--- config.mk ---
export PLATFORM = sky130hd
export DESIGN_NAME = supi_cell
export DESIGN_NICKNAME = d
export VERILOG_FILES = /design/src/hw/rtl/supi_pkg.sv /design/src/hw/rtl/supi_cell.sv
export SDC_FILE = /design/constraint.sdc
export NUM_CORES = 1
export LEC_CHECK = 0
export CAP_MARGIN = 10
export CORE_MARGIN = 2
export CORE_UTILIZATION = 30
export DETAILED_ROUTE_END_ITERATION = 12
export DONT_BUFFER_PORTS = 1
export REMOVE_ABC_BUFFERS = 1
export SYNTH_ARGS = -nofsm -noshare
export SYNTH_HDL_FRONTEND = slang
export SYNTH_SLANG_ARGS = --single-unit
--- constraint.sdc ---
create_clock -name clk_i -period 2.87 [get_ports clk_i]
set_input_delay 0 -clock clk_i [delete_from_list [all_inputs] [get_ports clk_i]]
set_output_delay 0 -clock clk_i [all_outputs]
set_load 0.005 [all_outputs]
--- src/hw/rtl/supi_pkg.sv ---
// ----------------------------------------------------------------------------
// supi_pkg
// Shared types and constants for the sorted unique position table.
// ----------------------------------------------------------------------------
package supi_pkg;

  localparam int unsigned LineW   = 16;
  localparam int unsigned OrderW  = 8;
  localparam int unsigned SentW   = 16;
  localparam int unsigned KeyW    = LineW + OrderW + SentW;
  localparam int unsigned StatusW = 2;
  localparam int unsigned AtW     = 6;
  localparam int unsigned CountW  = 7;

  typedef logic [KeyW-1:0] key_t;

  typedef enum logic [StatusW-1:0] {
    ST_INSERTED  = 2'd0,
    ST_DUPLICATE = 2'd1,
    ST_FULL      = 2'd2
  } status_e;

  // per-cell compare result against the broadcast key
  typedef struct packed {
    logic lt;
    logic eq;
  } cell_flags_t;

endpackage

--- src/hw/rtl/supi_cell.sv ---
// ----------------------------------------------------------------------------
// supi_cell
// One slot of the sorted table: compares its key with the broadcast key and
// on an insert either keeps its key, takes the new key or takes its lower
// neighbour's key.
// ----------------------------------------------------------------------------
module supi_cell #(
  parameter int unsigned CntW = 7,
  parameter int unsigned Idx  = 0
) (
  input  logic                  clk_i,
  input  supi_pkg::key_t        key_i,
  input  supi_pkg::key_t        prev_key_i,
  input  logic                  prev_lt_i,
  input  logic [CntW-1:0]       count_i,
  input  logic                  ins_i,
  output supi_pkg::key_t        key_o,
  output supi_pkg::cell_flags_t flags_o
);
  import supi_pkg::*;

  key_t key_q, key_d;
  logic occ;

  assign occ        = CntW'(Idx) < count_i;
  assign flags_o.lt = occ && (key_q < key_i);
  assign flags_o.eq = occ && (key_q == key_i);
  assign key_o      = key_q;

  always_comb begin
    key_d = key_q;
    if (ins_i && !flags_o.lt) begin
      key_d = prev_lt_i ? key_i : prev_key_i;
    end
  end

  always_ff @(posedge clk_i) begin
    key_q <= key_d;
  end

endmodule

Word level (Yosys, flattened, before mapping)

Cells that the tools add are included.

Register bits after elaboration: 40
Input port bits: 90
Output and inout bits: 42
Word-level logic and storage cells: 9

$lt $le $gt $ge: 2
Equal/unequal tests: 1
Muxes and demuxes: 1
Reduce and logical (&&, ||, !) cells: 4

Operators by type and width:

| kind                                                                 | number |
|---|---|
| 40-bit == test                                                       | 1 |
| 40-bit < comparator                                                  | 1 |
| 40-bit two-way mux                                                   | 1 |
| 1-bit by 7-bit < comparator with 1-bit output (first input constant) | 1 |
| 1-bit logical AND                                                    | 3 |
| 1-bit logical NOT                                                    | 1 |

Longest topological paths before layout

Depth after elaboration: 4
Mapped depth: 7
Depth with buffers taken out: 7

Worst setup path after synthesis

OpenSTA, ideal clock, no wires.

Path type: reg-to-reg
Start point: register key_q[38], in the netlist key_o[38]
End point: register key_q[0], in the netlist key_o[0], enable pin
Library setup time: 0.404 ns
Arrival time: 2.591 ns
Data required time: 2.466 ns
Path slack: -0.125 ns
Stages on the path, launching flop included: 7
Path buffers: 0
Clock period less this slack: 2.995 ns
Path through: edfxtp_1 -> ha_1 -> nand4_1 -> nor4_1 -> nand3_1 -> a21oi_1 -> o31a_1

Cells in the longest elaborated chain, start to end: 4

RTL lines:

| what                   | RTL line        | RTL |
|---|---|---|
| from (decl)            | supi_cell.sv:22 | `key_t key_q, key_d;` |
| from (signal assigned) | supi_cell.sv:38 | `key_q <= key_d;` |
| 40-bit < comparator    | supi_cell.sv:26 | `assign flags_o.lt = occ && (key_q < key_i);` |
| 1-bit logical AND      | supi_cell.sv:26 |  |
| 1-bit logical NOT      | supi_cell.sv:32 | `if (ins_i && !flags_o.lt) begin` |
| 1-bit logical AND      | supi_cell.sv:32 |  |

No other way between the ends.
A chain may end at the register's enable or synchronous reset.

Worst setup path after layout

Start point: register key_q[38], in the netlist key_o[38]
End point: register key_q[4], in the netlist key_o[4], enable pin

Same word-level chain as after synthesis.

==> out/metrics.yaml <==
status:
  status: "finished clean"
die:
  design.core.area_um2: 8760
  io-pin-count: 132
  die_y_um: 99.3
  die-area_um2: 9870
  die_w_um: 99.3
  rows: 34
  initial_core_util: 0.311
detailed_routing:
  drt_iter0_markers: 38
  postRouteAntennaNets: 0
  via_count: 2083
  wl_mm: 6.90
  dr.pass1.iters: 4
  viasPerCell: 4.88
  drc: 0
  wl_per_cell_um: 16.2
global_route:
  grt_util_all_layers: 0.139
  overflow: 0
  grt_pass1_vias: 2190
  grt_max_degree: 41
  grt_pass1_wl_mm: 10.8
  grt_antenna_before_repair: 0
synth:
  ys_ff_latch: 40
  synth_edf_count: 40
  yosysSeqAreaShare: 0.441
  synth.top_cell.area_share: 0.441
  synth_area_per_cell_um2: 11.8
  synthCells: 232
  synth-async-reset-ratio: 0
  synth_top_area_cell: "edfxtp_1"
  yosys-top-cells-count: "edfxtp_1, ha_1, inv_1, mux2_2, a21oi_1"
  syn_area_um2: 2730
  synthDistinctLibCells: 31
  yosys_warnings: 0
  yosys-top-cells-area: "edfxtp_1, ha_1, mux2_2"
  synthFlopType: "edfxtp_1"
pwr:
  comb_power_share: 0.230
  clkPwrFrac: 0.254
  intPower_mw: 1.06
  powerDensity_nw_per_um2: 376
  p_sw_mw: 0.350
  total_power_mw: 1.41
  seqPwrFrac: 0.516
  switching_share: 0.247
  p_leak_nw: 1.56
  ir_drop_mv: 0.187
layout:
  diodes: 0
  layout.nets: 448
  fillers: 855
  area_delta_synth_final_pct: 37.8
  drive_gt1_frac: 0.172
  largest_reg_flops: 40
clocking:
  cts_tree: "done"
  cts_buffer_depth: 2
  clock-sinks: 40
  htree_levels: 2
  clk_latency_ns: 0.29
  numCtsBuffers: 5
  clk_transition_reported_paths_ns: 0.08
  root_buffer: "clkbuf_8"
  postCtsSetupRepairBufs: 0
timing:
  finalSetupViolations: 0
  hold_viol: 0
  rsz0062_at_grt: "no"
  slew_violations: 0
  setup_ws_ns: 0.288
  min_period_over_period: 0.900
  min_period_ns: 2.58
  worst_pin_slew_ns: 0.395
  fin_skew_ns: 0.00764
  maxSlewHeadroom: 0.734
  fmax_mhz: 387
worst_setup_path:
  critPathBufInv: 2
  crit_path_start_kind: "register"
  path_cells: "ha_1 -> nand4_1 -> nor4_2 -> buf_4 -> nand3_1 -> a21oi_1 -> o31a_2 -> buf_4"
  worst-path-max-fanout: 22
  critPathTopFamily: "simple AND/OR/NAND/NOR gates"
  crit_top_cell: "buf_4"
  endpoint_kind: "register"
  max_stage_delay_ns: 0.44
  crit_required_ns: 2.83
  slowest_stage: "edfxtp_1"
  crit_type: "register to register"
  arrival_ns: 2.54
placed_design:
  dp_hpwl_mm: 4.97
  port_buffers: 0
  gp_congestion: 0.750
  pre_cts_ws_ns: 0.204
flow_run:
  maxCapViolCount: 0
min_path:
  hold_path.class: "input port to register"
[power groups by stage]
stage | combinational [mW] | clock [mW] | sequential [mW]
after floorplan | 0.170 | 0 | 0.733
after CTS | 0.324 | 0.385 | 0.729
final | 0.325 | 0.359 | 0.728
after detailed placement | 0.220 | 0 | 0.742
after global routing | 0.366 | 0.404 | 0.734
after global placement | 0.215 | 0 | 0.741
[path summary, 6_finish.rpt]
path | to | start | slack, ns | cells after the start
worst max-delay path | key_o[4] | key_o[38] | 0.29 | 8
worst min-delay path | key_o[10] | ins_i | 0.22 | 2
worst max register to register | key_o[4] | key_o[38] | 0.29 | 8
worst min register to register | key_o[10] | key_o[23] | 1.33 | 4
[kinds of logic (layout without fill, tap and decap cells)]
kind of cell,Yosys count,count (layout),share of synthesized area
AOI/OAI and AO/OA,33,33,0.0771
and+or+nand+nor,35,35,0.0730
buffers and inverters,44,131,0.0606
DFF,40,40,0.441
adders and majority gates,40,40,0.184
muxes,40,40,0.165
[placed cells by master, fill, tap and decap left out, drive strengths merged, types with 2 or more instances in the layout]
cell type and count:
nand4 8, edfxtp 40, a211oi 2, buf 3, nor2 5, nor4 3
and3 2, inv 40, ha 40, dlygate4sd3 80, o21a 2, nand2 8
o21ai 4, nor3 2, clkbuf 7, a21o 2, nand3 4, mux2 40
a21oi 16
[area by class of cell]
cell class / count / area, um^2 / area share
clock inverter: 1 / 3.75 / 0.000999
tap: 108 / 135 / 0.0360
inverter: 40 / 150 / 0.0400
sequential: 40 / 1200 / 0.320
timing repair buffer: 83 / 823 / 0.219
multi-input combinational: 148 / 1370 / 0.364
clock buffer: 7 / 76.3 / 0.0203
[metrics by stage]
stage	TNS [ns]	std cells	util	cell area, um^2	hold slack, ns
2_1_floorplan	-5.01	228	-	2710	0.220
3_3_place_gp	0	339	0.328	2870	0.221
3_5_place_dp	0	339	0.328	2870	0.223
4_1_cts	0	427	0.428	3750	0.208
5_1_grt	0	427	0.429	3760	0.226
6_report	0	427	0.429	3760	0.222
[what timing repair did]
| item | CTS | global route |
|---|---|---|
| gates resized for setup | 0 | 1 |
| endpoints found under the setup margin | 0 | 36 |
| hold buffers | 80 | 0 |
| endpoints found under the hold margin | 40 | 0 |
[layer usage]
metal  up-vias  GRT usage  wire length, um
met2        78      0.254             3530
met5         -          0                0
met3         5     0.0415              549
met4         0     0.0285               48
met1       977      0.160             2780
li1       1023          -                -
Note: power is estimated with default switching activity, not from simulation.
